--- src/rtl/lcdsb_pkg.sv ---
// types and constants shared by the lcd command to serial bridge modules
`default_nettype none

package lcdsb_pkg;

	// input request: one controller instruction or data byte
	typedef struct packed {
		logic       command;
		logic [7:0] value;
	} cmd_req_t;

	// output request: one byte for the serial link
	typedef struct packed {
		logic [7:0] serial_byte;
		logic       last;
	} ser_req_t;

	typedef struct packed {
		logic       device_type;
		logic [3:0] cell_height;
		logic       extended_mode;
	} cfg_t;

	// configuration port
	localparam int unsigned CFG_DATA_W = 4;
	typedef logic [1:0] cfg_idx_t;
	localparam cfg_idx_t CFG_DEVICE_TYPE   = 2'd0;
	localparam cfg_idx_t CFG_CELL_HEIGHT   = 2'd1;
	localparam cfg_idx_t CFG_EXTENDED_MODE = 2'd2;
	localparam logic [3:0] CELL_HEIGHT_RST = 4'd8;

	// one burst of up to five serial bytes, first byte in slot 0
	localparam int unsigned BURST_MAX = 5;
	localparam int unsigned LEN_W     = 3;
	typedef struct packed {
		logic [LEN_W-1:0]          len;
		logic [BURST_MAX-1:0][7:0] bytes;
	} burst_t;

	localparam logic [LEN_W-1:0] LEN_NONE  = 3'd0;
	localparam logic [LEN_W-1:0] LEN_ONE   = 3'd1;
	localparam logic [LEN_W-1:0] LEN_POS   = 3'd4;
	localparam logic [LEN_W-1:0] LEN_GLYPH = 3'd5;

	// decoupling queue, depth must be a power of two
	localparam int unsigned QUEUE_DEPTH = 2;

	// serial protocol bytes
	localparam logic [7:0] PREFIX       = 8'h00;
	localparam logic [7:0] POS_ROW_BASE = 8'hA1;
	localparam logic [7:0] POS_END      = 8'hA7;
	localparam logic [7:0] GLYPH_ROW    = 8'hAB;

	// plain data offsets away from the prefix
	localparam logic [7:0] PLAIN_LIMIT_T0 = 8'd7;
	localparam logic [7:0] PLAIN_OFS_T0   = 8'd1;
	localparam logic [7:0] PLAIN_LIMIT_T1 = 8'd8;
	localparam logic [7:0] PLAIN_OFS_T1   = 8'd8;

	localparam logic [2:0] SLOT_MAX = 3'd7;

endpackage

`default_nettype wire

--- src/rtl/lcdsb_front.sv ---
// front part: accepts controller bytes, tracks glyph define state, builds bursts
`default_nettype none

module lcdsb_front (
	input  wire logic                clk,
	input  wire logic                arst_n,
	input  wire lcdsb_pkg::cfg_t     cfg,
	input  wire logic                cmd_valid,
	output logic                     cmd_stall,
	input  wire lcdsb_pkg::cmd_req_t cmd,
	input  wire logic                q_full,
	output logic                     q_push,
	output lcdsb_pkg::burst_t        q_data
);

	logic       define_mode_q;
	logic [2:0] glyph_slot_q;
	logic [7:0] row_count_q;

	logic       define_mode_d;
	logic [2:0] glyph_slot_d;
	logic [7:0] row_count_d;
	logic [7:0] row_inc;
	logic [7:0] cell_height_ext;
	logic [3:0] slot_sum;
	logic [7:0] pos_row;
	logic [7:0] pos_col;
	logic       accept;
	lcdsb_pkg::burst_t burst;

	assign cmd_stall = q_full;
	assign accept    = cmd_valid && !q_full;

	assign row_inc         = row_count_q + 8'd1;
	assign cell_height_ext = {4'd0, cfg.cell_height};
	assign slot_sum        = {1'b0, cmd.value[5:3]} + 4'd1;

	// address split by 32 per row in extended mode, else by 64
	assign pos_row = cfg.extended_mode ? {6'd0, cmd.value[6:5]} : {7'd0, cmd.value[6]};
	assign pos_col = cfg.extended_mode ? {3'd0, cmd.value[4:0]} : {2'd0, cmd.value[5:0]};

	always_comb begin
		burst         = '0;
		burst.len     = lcdsb_pkg::LEN_NONE;
		define_mode_d = define_mode_q;
		glyph_slot_d  = glyph_slot_q;
		row_count_d   = row_count_q;
		if (cmd.command) begin
			if (define_mode_q) begin
				row_count_d = row_inc;
				if (!cfg.device_type) begin
					if (row_count_q < cell_height_ext) begin
						burst.len      = lcdsb_pkg::LEN_GLYPH;
						burst.bytes[0] = lcdsb_pkg::PREFIX;
						burst.bytes[1] = lcdsb_pkg::GLYPH_ROW;
						burst.bytes[2] = {5'd0, glyph_slot_q};
						burst.bytes[3] = row_count_q;
						burst.bytes[4] = cmd.value;
					end else begin
						define_mode_d = 1'b0;
					end
				end else if (row_inc == cell_height_ext) begin
					define_mode_d = 1'b0;
				end
			end else begin
				burst.len      = lcdsb_pkg::LEN_ONE;
				burst.bytes[0] = cmd.value;
				if (!cfg.device_type) begin
					if (cmd.value < lcdsb_pkg::PLAIN_LIMIT_T0) begin
						burst.bytes[0] = cmd.value + lcdsb_pkg::PLAIN_OFS_T0;
					end
				end else if (cmd.value < lcdsb_pkg::PLAIN_LIMIT_T1) begin
					burst.bytes[0] = cmd.value + lcdsb_pkg::PLAIN_OFS_T1;
				end
			end
		end else if (cmd.value[7]) begin
			burst.len      = lcdsb_pkg::LEN_POS;
			burst.bytes[0] = lcdsb_pkg::PREFIX;
			burst.bytes[1] = lcdsb_pkg::POS_ROW_BASE + pos_row;
			burst.bytes[2] = pos_col;
			burst.bytes[3] = lcdsb_pkg::POS_END;
		end else if (cmd.value[6]) begin
			// slot index plus one, clamped to the top slot
			glyph_slot_d  = slot_sum[3] ? lcdsb_pkg::SLOT_MAX : slot_sum[2:0];
			define_mode_d = 1'b1;
			row_count_d   = 8'd0;
		end else begin
			burst.len      = lcdsb_pkg::LEN_ONE;
			burst.bytes[0] = cmd.value;
		end
	end

	assign q_push = accept && (burst.len != lcdsb_pkg::LEN_NONE);
	assign q_data = burst;

	always_ff @(posedge clk or negedge arst_n) begin
		if (!arst_n) begin
			define_mode_q <= 1'b0;
			glyph_slot_q  <= 3'd0;
			row_count_q   <= 8'd0;
		end else if (accept) begin
			define_mode_q <= define_mode_d;
			glyph_slot_q  <= glyph_slot_d;
			row_count_q   <= row_count_d;
		end
	end

endmodule

`default_nettype wire

--- src/rtl/lcdsb_queue.sv ---
// short burst queue between the front and back parts
`default_nettype none

module lcdsb_queue (
	input  wire logic              clk,
	input  wire logic              arst_n,
	input  wire logic              push,
	input  wire lcdsb_pkg::burst_t push_data,
	input  wire logic              pop,
	output lcdsb_pkg::burst_t      pop_data,
	output logic                   full,
	output logic                   empty
);

	localparam int unsigned PTR_W = $clog2(lcdsb_pkg::QUEUE_DEPTH);
	localparam int unsigned CNT_W = $clog2(lcdsb_pkg::QUEUE_DEPTH + 1);

	lcdsb_pkg::burst_t mem_q [lcdsb_pkg::QUEUE_DEPTH];
	logic [PTR_W-1:0]  wr_ptr_q;
	logic [PTR_W-1:0]  rd_ptr_q;
	logic [CNT_W-1:0]  count_q;

	assign full     = (count_q == CNT_W'(lcdsb_pkg::QUEUE_DEPTH));
	assign empty    = (count_q == '0);
	assign pop_data = mem_q[rd_ptr_q];

	always_ff @(posedge clk) begin
		if (push) begin
			mem_q[wr_ptr_q] <= push_data;
		end
	end

	always_ff @(posedge clk or negedge arst_n) begin
		if (!arst_n) begin
			wr_ptr_q <= '0;
			rd_ptr_q <= '0;
			count_q  <= '0;
		end else begin
			if (push) begin
				wr_ptr_q <= wr_ptr_q + PTR_W'(1);
			end
			if (pop) begin
				rd_ptr_q <= rd_ptr_q + PTR_W'(1);
			end
			if (push && !pop) begin
				count_q <= count_q + CNT_W'(1);
			end else if (pop && !push) begin
				count_q <= count_q - CNT_W'(1);
			end
		end
	end

endmodule

`default_nettype wire

--- src/rtl/lcdsb_back.sv ---
// back part: drains bursts onto the serial channel one byte per cycle while the receiver does not stall
`default_nettype none

module lcdsb_back (
	input  wire logic              clk,
	input  wire logic              arst_n,
	input  wire logic              q_empty,
	input  wire lcdsb_pkg::burst_t q_data,
	output logic                   q_pop,
	output logic                   ser_valid,
	input  wire logic              ser_stall,
	output lcdsb_pkg::ser_req_t    ser
);

	localparam int unsigned REST_N = lcdsb_pkg::BURST_MAX - 1;

	logic                              ser_valid_q;
	lcdsb_pkg::ser_req_t               ser_q;
	logic [lcdsb_pkg::LEN_W-1:0]       rem_q;
	logic [REST_N-1:0][7:0]            rest_q;
	logic                              out_free;
	logic                              busy;

	assign out_free = !ser_valid_q || !ser_stall;
	assign busy     = (rem_q != lcdsb_pkg::LEN_NONE);
	assign q_pop    = out_free && !busy && !q_empty;

	assign ser_valid = ser_valid_q;
	assign ser       = ser_q;

	always_ff @(posedge clk or negedge arst_n) begin
		if (!arst_n) begin
			ser_valid_q <= 1'b0;
			rem_q       <= lcdsb_pkg::LEN_NONE;
		end else if (out_free) begin
			if (busy) begin
				ser_valid_q <= 1'b1;
				rem_q       <= rem_q - lcdsb_pkg::LEN_ONE;
			end else if (!q_empty) begin
				ser_valid_q <= 1'b1;
				rem_q       <= q_data.len - lcdsb_pkg::LEN_ONE;
			end else begin
				ser_valid_q <= 1'b0;
			end
		end
	end

	always_ff @(posedge clk) begin
		if (out_free) begin
			if (busy) begin
				ser_q.serial_byte <= rest_q[0];
				ser_q.last        <= (rem_q == lcdsb_pkg::LEN_ONE);
				rest_q            <= {8'd0, rest_q[REST_N-1:1]};
			end else if (!q_empty) begin
				ser_q.serial_byte <= q_data.bytes[0];
				ser_q.last        <= (q_data.len == lcdsb_pkg::LEN_ONE);
				rest_q            <= q_data.bytes[lcdsb_pkg::BURST_MAX-1:1];
			end
		end
	end

endmodule

`default_nettype wire

--- src/rtl/lcd_command_to_serial_bridge.sv ---
// top level of the lcd command to serial bridge
`default_nettype none
// usage:
//   cmd channel (cmd_valid / cmd_stall / cmd) takes one controller byte per
//   request: cmd.command 0 for an instruction, 1 for a data byte
//   ser channel (ser_valid / ser_stall / ser) gives the serial byte stream,
//   ser.last marks the final byte caused by one cmd request
//   a request can cause zero (glyph define, dropped or absorbed define data),
//   one (plain data or instruction), four (cursor position) or five (glyph row)
//   serial bytes
//   a request taken goes through the burst queue into the output register,
//   where its first serial byte shows; later bytes follow one per cycle
//   while the receiver does not stall; the serial side moves one byte per
//   cycle unless stalled, and the front takes a request every cycle while
//   the two-entry burst queue has room
//   when the receiver stalls, the current byte holds, the queue fills and
//   cmd_stall rises; define-mode state still updates per request taken
//   reset clears define mode, glyph slot, row count and the queue; device
//   type 0, cell height 8, extended mode 0
//   configuration writes (cfg_we, cfg_index, cfg_data) take effect at the
//   clock edge and must only occur while the block is idle

module lcd_command_to_serial_bridge (
	input  wire logic                              clk,
	input  wire logic                              arst_n,
	input  wire logic                              cmd_valid,
	output logic                                   cmd_stall,
	input  wire lcdsb_pkg::cmd_req_t               cmd,
	output logic                                   ser_valid,
	input  wire logic                              ser_stall,
	output lcdsb_pkg::ser_req_t                    ser,
	input  wire logic                              cfg_we,
	input  wire lcdsb_pkg::cfg_idx_t               cfg_index,
	input  wire logic [lcdsb_pkg::CFG_DATA_W-1:0]  cfg_data
);

	// configuration registers
	lcdsb_pkg::cfg_t   cfg_q;

	// queue signals between front and back
	logic              q_push;
	logic              q_pop;
	logic              q_full;
	logic              q_empty;
	lcdsb_pkg::burst_t q_push_data;
	lcdsb_pkg::burst_t q_pop_data;

	// register writes, unused bits of the data word are ignored
	always_ff @(posedge clk or negedge arst_n) begin
		if (!arst_n) begin
			cfg_q.device_type   <= 1'b0;
			cfg_q.cell_height   <= lcdsb_pkg::CELL_HEIGHT_RST;
			cfg_q.extended_mode <= 1'b0;
		end else if (cfg_we) begin
			unique case (cfg_index)
				lcdsb_pkg::CFG_DEVICE_TYPE:   cfg_q.device_type   <= cfg_data[0];
				lcdsb_pkg::CFG_CELL_HEIGHT:   cfg_q.cell_height   <= cfg_data[3:0];
				lcdsb_pkg::CFG_EXTENDED_MODE: cfg_q.extended_mode <= cfg_data[0];
				default: ;
			endcase
		end
	end

	// front: classify the request and build its byte burst
	lcdsb_front u_front (
		.clk       (clk),
		.arst_n    (arst_n),
		.cfg       (cfg_q),
		.cmd_valid (cmd_valid),
		.cmd_stall (cmd_stall),
		.cmd       (cmd),
		.q_full    (q_full),
		.q_push    (q_push),
		.q_data    (q_push_data)
	);

	// bursts wait here so the front and back stall independently
	lcdsb_queue u_queue (
		.clk       (clk),
		.arst_n    (arst_n),
		.push      (q_push),
		.push_data (q_push_data),
		.pop       (q_pop),
		.pop_data  (q_pop_data),
		.full      (q_full),
		.empty     (q_empty)
	);

	// back: serialize bursts into the output register
	lcdsb_back u_back (
		.clk       (clk),
		.arst_n    (arst_n),
		.q_empty   (q_empty),
		.q_data    (q_pop_data),
		.q_pop     (q_pop),
		.ser_valid (ser_valid),
		.ser_stall (ser_stall),
		.ser       (ser)
	);

endmodule

`default_nettype wire

--- config.mk ---
export PLATFORM = sky130hd
export DESIGN_NAME = lcd_command_to_serial_bridge
export DESIGN_NICKNAME = d
export VERILOG_FILES = /design/src/rtl/lcdsb_pkg.sv /design/src/rtl/lcdsb_front.sv /design/src/rtl/lcdsb_queue.sv /design/src/rtl/lcdsb_back.sv /design/src/rtl/lcd_command_to_serial_bridge.sv
export SDC_FILE = /design/constraint.sdc
export NUM_CORES = 1
export LEC_CHECK = 0
export BUFFER_PORTS_ARGS = -buffer_cell sky130_fd_sc_hd__buf_2
export CAP_MARGIN = 20
export CELL_PAD_IN_SITES_DETAIL_PLACEMENT = 0
export CELL_PAD_IN_SITES_GLOBAL_PLACEMENT = 1
export CORE_ASPECT_RATIO = 0.8
export CORE_MARGIN = 1.5
export CORE_UTILIZATION = 27
export DETAILED_ROUTE_END_ITERATION = 8
export HOLD_SLACK_MARGIN = 0.1
export PLACE_DENSITY = 0.46
export REMOVE_ABC_BUFFERS = 1
export SYNTH_ARGS = -nofsm -noshare
export SYNTH_HDL_FRONTEND = slang
export SYNTH_SLANG_ARGS = --single-unit
--- constraint.sdc ---
create_clock -name clk -period 3.9 [get_ports clk]
set_input_delay 0.78 -clock clk [delete_from_list [all_inputs] [get_ports clk]]
set_output_delay 0.78 -clock clk [all_outputs]
set_load 0.02 [all_outputs]
==> metrics, run 1 <==
outcome finished clean; pwr dens roughly 700 nW/um2; IO buf count 30; dpl hpwl approximately 8500 um; Worst Reg-to-Reg Cells 8; Worst Path Buf+Inv 2; CTS buffer count 17; Tightest Pin Transition about 0.84 ns; Final Setup Violations 0; total power about 5 mW; placed cells between 700 and 800; Post-route DRC 0; max cap viols 0; Worst VDD drop 200 uV; top_reg_cell synth edfxtp_1; compound-cell area share of the yosys netlist between 7 and 8%; Worst-Skew Late Latency between 0.4 and 0.5 ns; largest net degree at the start of global routing 47; Max Fclk between 300 and 400 MHz; Syn. warnings 0; H-Tree Depth 4; mean routed wirelength per cell 15.5 um; fraction of layout cells with a size suffix above 1 17.5%; Mapped Cells ~460; nature of the critical path endpoint register; post-route cell area between 7000 and 8000 um2; Synth Area per Inst about 13 um2; worst stage delay on the critical path 0.54 ns; initial antenna violation count 0; CTS Sinks roughly 140; core box area around 23000 um2; Setup Buffers After CTS 0; CTS tree built; First DRT Iteration DRCs slightly above 200; mapped cell area between 6000 and 7000 um2; Worst EP arrival 2.74 ns; First-pass DRT Iterations 4; chip width approximately 170 um; post_cts resized 0; Crit Path Class register to register; DR vias/cell 4.35; Critical Path Stages 8; Initial Util a little over a quarter; clk slew on worst S/H paths 0.06 ns; Hold WC Path Type primary input to asynchronous set/reset pin; Setup TNS 0 ns; fin cells 815; final hold vios 0; die area between 20000 and 25000 um2; LEAKAGE between 2 and 3 nW; max_slew headroom a little over two fifths; most frequent cells in the layout edfxtp_1, nand2_1, o21ai_0, mux2i_1, buf_2; adder-cell share of the synthesized area roughly 2.6%; Post-synth ARST share 18.7%; slowest CP cell dfrtp_1; Critical Path Start u_front.row_count_q[2]; Worst setup SP type register; Critical Path, Cell by Cell ha_1 > o21ai_0 > a21oi_1 > nor3b_1 > o31ai_2 > inv_2 > and2_1 > buf_4; n_diodes 0; Clock Root Buffer clkbuf_16; largest family of logic cells by synthesized area simple AND/OR/NAND/NOR gates; register bit total from synthesis about 140; Yosys top cell area share a little over half; synth unique cells 54; EDFF count, synth between 100 and 150; clock skew ~0.0073 ns; Syn-to-layout area delta 17.0%; RSZ-0062 raised after global routing false; max-slew violations 0; vias in the first global route between 3000 and 4000; most common cell after layout, fill and taps aside edfxtp_1; All-Layer GR Usage about an eighth; WP data required a little under 4 ns; synth top area cells edfxtp_1, dfrtp_1, mux2i_1; cts hold-fix bufs 0; Post-Synth Simple-Gate Area roughly an eighth; grt total ovfl 0; DRT Wirelength approximately 13000 um; IO Pins 31; first-pass GRT wire length about 21000 um; post-synthesis sequential area ratio 65.4%; antenna-violating nets left 0; Placer Congestion a little over 0.7; xor/xnor share of the synthesized area under 10%; fin crit share between 60% and 70%; DP Area 6680 um2; FF-to-FF Start u_front.row_count_q[2]; post-synthesis cell type with the largest combined area edfxtp_1; chip height roughly 140 um; Tmin final between 2 and 3 ns; mux contribution to synthesized area 7.95%; Crit path max-delay family flip-flops; DR vias ~3500; worst-path fanout max 36; clk buf depth 2; Layout Nets around 530; cell row count 49
==> logic make-up after synthesis <==
kind of cell    count (synthesis)
buf+inv                        34
flops                         139
other cells                     1
fa+ha+maj                      13
compound gates                 80
xor+xnor                       10
simple gates                  138
mux                            48
==> sequential cells by signal (all words and copies together) (netlist names) <==
signal	flops
cfg_q	6
u_back.rest_q	32
u_front.define_mode_q	1
u_back.ser_valid	1
u_front.glyph_slot_q	3
u_queue.mem_q	72
u_back.rem_q	3
u_queue.wr_ptr_q	1
u_back.ser	9
u_queue.rd_ptr_q	1
u_queue.count_q	2
u_front.row_count_q	8
==> final cells by class <==
type	count	area [um2]
inverter	13	48.8
clock inverter	11	124
multi-input combinational	293	2000
fill	2272	15300
clock buffer	18	429
tap	306	383
timing repair buffer	35	200
sequential	139	4050
==> stage by stage <==
| step | util (%) | hold slack [ns] | setup slack, ns |
|---|---|---|---|
| finish | 32.1 | 0.411 | 1.21 |
| global route | 32.1 | 0.458 | 1.03 |
| CTS | 32.1 | 0.442 | 1.22 |
| detailed placement | 29.7 | 0.494 | 0.830 |
| global placement | 29.7 | 0.485 | 0.871 |
| floorplan | - | 0.460 | 0.395 |
==> Yosys cell counts (3+ instances only) <==
master,n
a21o_1,4
nor2_1,27
edfxtp_1,113
xnor2_1,5
nand2b_1,7
xor2_1,5
mux2_2,9
a31oi_1,6
mux2i_1,39
o211ai_1,3
nand4_1,3
nor2b_1,6
nand3b_1,3
and2_1,21
a21oi_1,5
nand3_1,3
inv_1,12
nor3b_1,5
ha_1,13
dfrtp_1,25
o21ai_0,43
a22o_1,5
clkbuf_1,10
buf_2,6
nand2_1,48
==> power breakdown <==
| part | internal (mW) | total [mW] | leakage (nW) | switching [mW] |
|---|---|---|---|---|
| sequential | 2.08 | 2.24 | 1.39 | 0.163 |
| combinational | 0.475 | 1.23 | 1.11 | 0.750 |
| clock | 0.930 | 1.54 | 0.264 | 0.611 |
==> per-layer routing <==
layer	share of wire, %	wire, um	track usage, %	vias up
met3	2.2	280	3.12	14
met4	1.3	168	4.12	0
met2	46	5840	18.1	29
li1	-	-	-	1756
met1	50	6350	15.9	1745
met5	0	0	0	-
==> worst paths after layout <==
path	endpoint	slack (ns)
max in group asynchronous	u_queue.rd_ptr_q	2.99
worst min-delay path	u_front.glyph_slot_q[2]	0.41
worst max-delay path	u_queue.mem_q[1][27]	1.21
worst min register to register	u_queue.count_q[1]	0.51
worst max register to register	u_queue.mem_q[1][27]	1.21
min in group clk	u_queue.count_q[1]	0.51
Power figures use the tool's default switching activity.
==> run 2: changes to the inputs <==
Settings changed: PLACE_DENSITY 0.46 to 0.47.
Clock period 3.9 ns to 2.29 ns, I/O delays scaled along.
==> run 2 against run 1 <==
- via count grew 4.6%
- first-iteration DRC count up 24%
- global-route usage up 0.19 points
- critical path depth grew 2
- combinational power up 100%
- total power rose by 77%
- clock skew rose by 0.0027 ns
- die area unchanged
==> metrics, run 2 (same netlist as run 1, synthesis figures left out) <==
Layout Nets approximately 560; First DRT Iteration DRCs roughly 250; max_slew headroom 54.2%; FF-to-FF Start cfg_q[4]; Clock Root Buffer clkbuf_16; cell row count between 40 and 50; worst-path fanout max 15; core box area roughly 23000 um2; max-slew violations 0; DR vias/cell 4.39; Syn-to-layout area delta 22.6%; final hold vios 0; total power slightly below 9 mW; DRT Wirelength 13600 um; IO buf count 30; clock skew around 0.01 ns; Max Fclk 456 MHz; utilization after layout ~34%; First-pass DRT Iterations 4; Fillers approximately 2200; Tightest Pin Transition 0.687 ns; Worst VDD drop roughly 430 uV; Critical Path Start cfg_q[4]; Post-Place Setup Slack -0.0189 ns; fraction of layout cells with a size suffix above 1 ~23%; chip width roughly 170 um; CTS tree built; fin crit share a little over nine tenths; largest net degree at the start of global routing 57; Switching Fraction just over 30%; initial antenna violation count 0; WP data required 2.41 ns; Worst-Skew Late Latency approximately 0.42 ns; max reg flops ~70; PnR worst setup slack between 0.09 and 0.1 ns; CTS buffer count 17; Initial Util between 20 and 30%; max cap viols 0; CTS Sinks ~140; most frequent cells in the layout edfxtp_1, nand2_1, o21ai_0, mux2i_1, buf_2; chip height approximately 140 um; grt total ovfl 0; outcome finished clean; clk slew on worst S/H paths roughly 0.06 ns; Hold WC Path Type primary input to asynchronous set/reset pin; Flop pwr share about 43%; All-Layer GR Usage around an eighth; mean routed wirelength per cell 16.1 um; Post-route DRC 0; DR vias 3707; n_diodes 0; nature of the critical path endpoint register; clock power share between 20% and 30%; IO Pins 31; pwr dens between 1000 and 1500 nW/um2; tightest hold margin just over 0.08 ns; Placer Congestion slightly above 0.7; die area 23800 um2; Combinational Power Share around 28%; placed cells about 810; Tmin final 2.19 ns; H-Tree Depth 4; Int Power 6.09 mW; LEAKAGE around 2.9 nW; most common cell after layout, fill and taps aside edfxtp_1; Largest Register u_queue.mem_q; first-pass GRT wire length around 21000 um; dpl hpwl 8750 um; post-route cell area around 7600 um2; fin cells around 850; clk buf depth 2; Setup TNS 0 ns; DP Area between 6000 and 7000 um2; Worst EP arrival 2.31 ns; antenna-violating nets left 0; Worst setup SP type register; NetSw 2.75 mW; vias in the first global route 3684; Final Setup Violations 0; Crit Path Class register to register
## run 2: changes by cell type in the layout (fill, tap and decap cells not counted), sizes merged
cell / previous run / this run
clkinv: 4 / 6
bufinv: 2 / 1
buf: 35 / 60
clkbuf: 18 / 22
## run 2: layout make-up
| cell class | count | area (um2) | share of cell area, % |
|---|---|---|---|
| Clock inverter | 12 | 118 | 1.55 |
| Inverter | 13 | 48.8 | 0.644 |
| Sequential cell | 139 | 4050 | 53.4 |
| Tap cell | 306 | 383 | 5.05 |
| Multi-Input combinational cell | 293 | 2030 | 26.8 |
| Timing Repair Buffer | 62 | 517 | 6.82 |
| Clock buffer | 20 | 437 | 5.76 |
## run 2: routing by layer
layer / up-vias / track usage, % / wire length (um) / part of all wire [%]
li1: 1816 / - / - / -
met1: 1814 / 16.4 / 6750 / 50
met2: 56 / 17.9 / 6130 / 45
met3: 21 / 3.84 / 486 / 3.6
met4: 0 / 3.71 / 200 / 1.5
met5: - / 0 / 0 / 0
## run 2: final timing paths
check,end,slack [ns],cells after the start
setup / recovery,u_queue.mem_q[0][15],0.1,10
hold / removal,u_front.row_count_q[5],0.08,1
setup reg to reg,u_queue.mem_q[0][15],0.1,10
hold reg to reg,u_queue.count_q[1],0.50,1
max in group asynchronous,u_queue.rd_ptr_q,1.72,1
min in group clk,cfg_q[3],0.27,2
## run 2: worst max-delay path, stage by stage (launching register included)
cell and delay, ns:
dfstp_2 0.53, inv_2 0.05, ha_4 0.22, o21ai_1 0.10, a21oi_2 0.07, nor3b_2 0.25
o31ai_2 0.10, buf_4 0.16, nor2_4 0.11, buf_12 0.13, buf_12 0.16
## run 2: power by group through the flow
| stage | sequential [mW] | combinational (mW) | clock [mW] |
|---|---|---|---|
| 2_1_floorplan | 3.99 | 1.33 | 0 |
| 3_3_place_gp | 3.81 | 2.41 | 0 |
| 3_5_place_dp | 3.82 | 2.42 | 0 |
| 4_1_cts | 3.77 | 2.45 | 2.68 |
| 5_1_grt | 3.83 | 2.78 | 2.78 |
| 6_report | 3.77 | 2.47 | 2.60 |
## run 2: what timing repair did
| action | 4_1_cts | 5_1_grt |
|---|---|---|
| cloned | 0 | 3 |
| hold buffers | 0 | 0 |
| pin swaps | 0 | 0 |
| setup endpoints to repair | 59 | 60 |
| resized for setup | 2 | 6 |
| buffers inserted | 0 | 1 |
==> run 3: changes to the inputs <==
Settings changed: CORE_ASPECT_RATIO 0.8 to 2, CTS_BUF_LIST from default to sky130_fd_sc_hd__clkbuf_4.
==> run 3 against run 2 <==
- total power shrank 7.8%
- setup slack lost 0.072 ns
- clock-buffer cell count shrank 1
- clock power shrank 32%
- combinational power grew 6%
- flip-flop and latch count is the same
- maximum frequency shrank 3.2%
- non-clock buffer count grew 12
- register-to-register slack lost 0.07 ns
- global-route usage grew 0.51 points
- via count grew 1.3%
- critical endpoint is now u_queue.mem_q[1][16]
- largest cell class unchanged
==> metrics, run 3 (same netlist as run 1, synthesis figures left out) <==
outcome finished clean; max cap viols 0; First DRT Iteration DRCs roughly 160; fin cells just over 800; Clock Root Buffer clkbuf_4; clk slew on worst S/H paths approximately 0.13 ns; max_slew headroom a little over half; core box area 22500 um2; Placer Congestion ~0.74; most common cell after layout, fill and taps aside edfxtp_1; worst-path fanout max 6; fin crit share a little over nine tenths; IO buf count 30; Final Setup Violations 0; cell row count 78; initial antenna violation count 1; max-slew violations 0; Post-Place Setup Slack -0.0812 ns; most frequent cells in the layout edfxtp_1, nand2_1, o21ai_0, mux2i_1, buf_2; die area 23900 um2; chip height around 220 um; fraction of layout cells with a size suffix above 1 approximately 24%; chip width approximately 110 um; PnR worst setup slack 0.0257 ns; mean routed wirelength per cell about 17 um; Post-route DRC 0; dpl hpwl around 9600 um; max reg flops ~70; CTS Sinks around 140; antenna-violating nets left 0; IO Pins 31; first-pass GRT wire length 21300 um; nature of the critical path endpoint register; Worst-Skew Late Latency around 0.57 ns; CTS buffer count 17; min-delay src cfg_data[0]; vias in the first global route around 3900; Worst setup SP type register; clock skew between 0.02 and 0.025 ns; LEAKAGE 2.91 nW; final hold vios 0; Crit Path Class register to register; Setup TNS 0 ns; H-Tree Depth 4; Tightest Pin Transition 0.682 ns; Critical Path Start cfg_q[4]; FF-to-FF Start cfg_q[4]; DR vias/cell roughly 4.5; Layout Nets approximately 570; First-pass DRT Iterations 4; DR vias around 3800; Initial Util between 20% and 30%; Max Fclk between 400 and 500 MHz; pwr dens ~1100 nW/um2; Hold WC Path Type primary input to register; Worst VDD drop 493 uV; All-Layer GR Usage 12.5%; Worst EP arrival roughly 2.6 ns; RSZ-0062 raised after global routing true; total power between 8 and 9 mW; utilization after layout between 30% and 40%; WP data required about 2.6 ns; clk buf depth 2; grt total ovfl 0; Largest Register u_queue.mem_q; DRT Wirelength about 14000 um; Tmin final approximately 2.3 ns; largest net degree at the start of global routing 65; CTS tree built; Syn-to-layout area delta 21.0%; placed cells 787
-- run 3: layout make-up --
| type | count | area [um2] |
|---|---|---|
| Antenna cell | 1 | 2.50 |
| Clock buffer | 19 | 143 |
| Clock inverter | 12 | 174 |
| Fill cell | 2236 | 15100 |
| Inverter | 13 | 48.8 |
| Multi-Input combinational cell | 293 | 2060 |
| Sequential cell | 139 | 4050 |
| Tap cell | 280 | 350 |
| Timing Repair Buffer | 74 | 654 |
-- run 3: power by group --
group          switching, mW  leakage [nW]  internal, mW
Clock                  0.895         0.164         0.879
Combinational           1.46          1.36          1.15
Sequential             0.238          1.39          3.53
-- run 3: critical path: stages (launching register included) --
cell and delay, ns:
dfstp_2 0.56, inv_2 0.04, ha_4 0.16, nor4_4 0.13
nand2_1 0.11, nor3b_2 0.20, buf_4 0.15, o31ai_4 0.07
inv_2 0.09, and2_4 0.27, clkbuf_16 0.19
-- run 3: worst paths after layout --
kind                                             end  slack (ns)  depth (start not counted)
max in group asynchronous           u_queue.rd_ptr_q        1.36                          2
worst min-delay path                        cfg_q[1]        0.17                          2
worst max-delay path            u_queue.mem_q[1][16]        0.03                         10
worst min register to register    u_queue.count_q[1]        0.51                          1
min in group asynchronous            u_back.rem_q[1]        0.44                          2
worst max register to register  u_queue.mem_q[1][16]        0.03                         10
-- run 3: through the flow --
step                      area [um2]  hold slack [ns]
after global placement          6900            0.488
after floorplan                 6070            0.162
after CTS                       7270            0.107
after detailed placement        6900            0.492
after global routing            7480            0.112
final                           7480            0.168
-- run 3: per-layer routing --
layer	wire length, um	track usage [%]	vias up
met5	0	0	-
met4	303	5.19	0
met3	395	3.14	20
met1	5290	13.1	1841
li1	-	-	1842
met2	8110	22.9	51
-- run 3: repair_timing --
item | 4_1_cts | 5_1_grt
hold buffers | 4 | 0
gates cloned | 0 | 6
hold endpoints to repair | 28 | 0
pin swaps | 0 | 5
setup endpoints to repair | 88 | 84
setup buffers | 0 | 2
resized for setup | 4 | 16
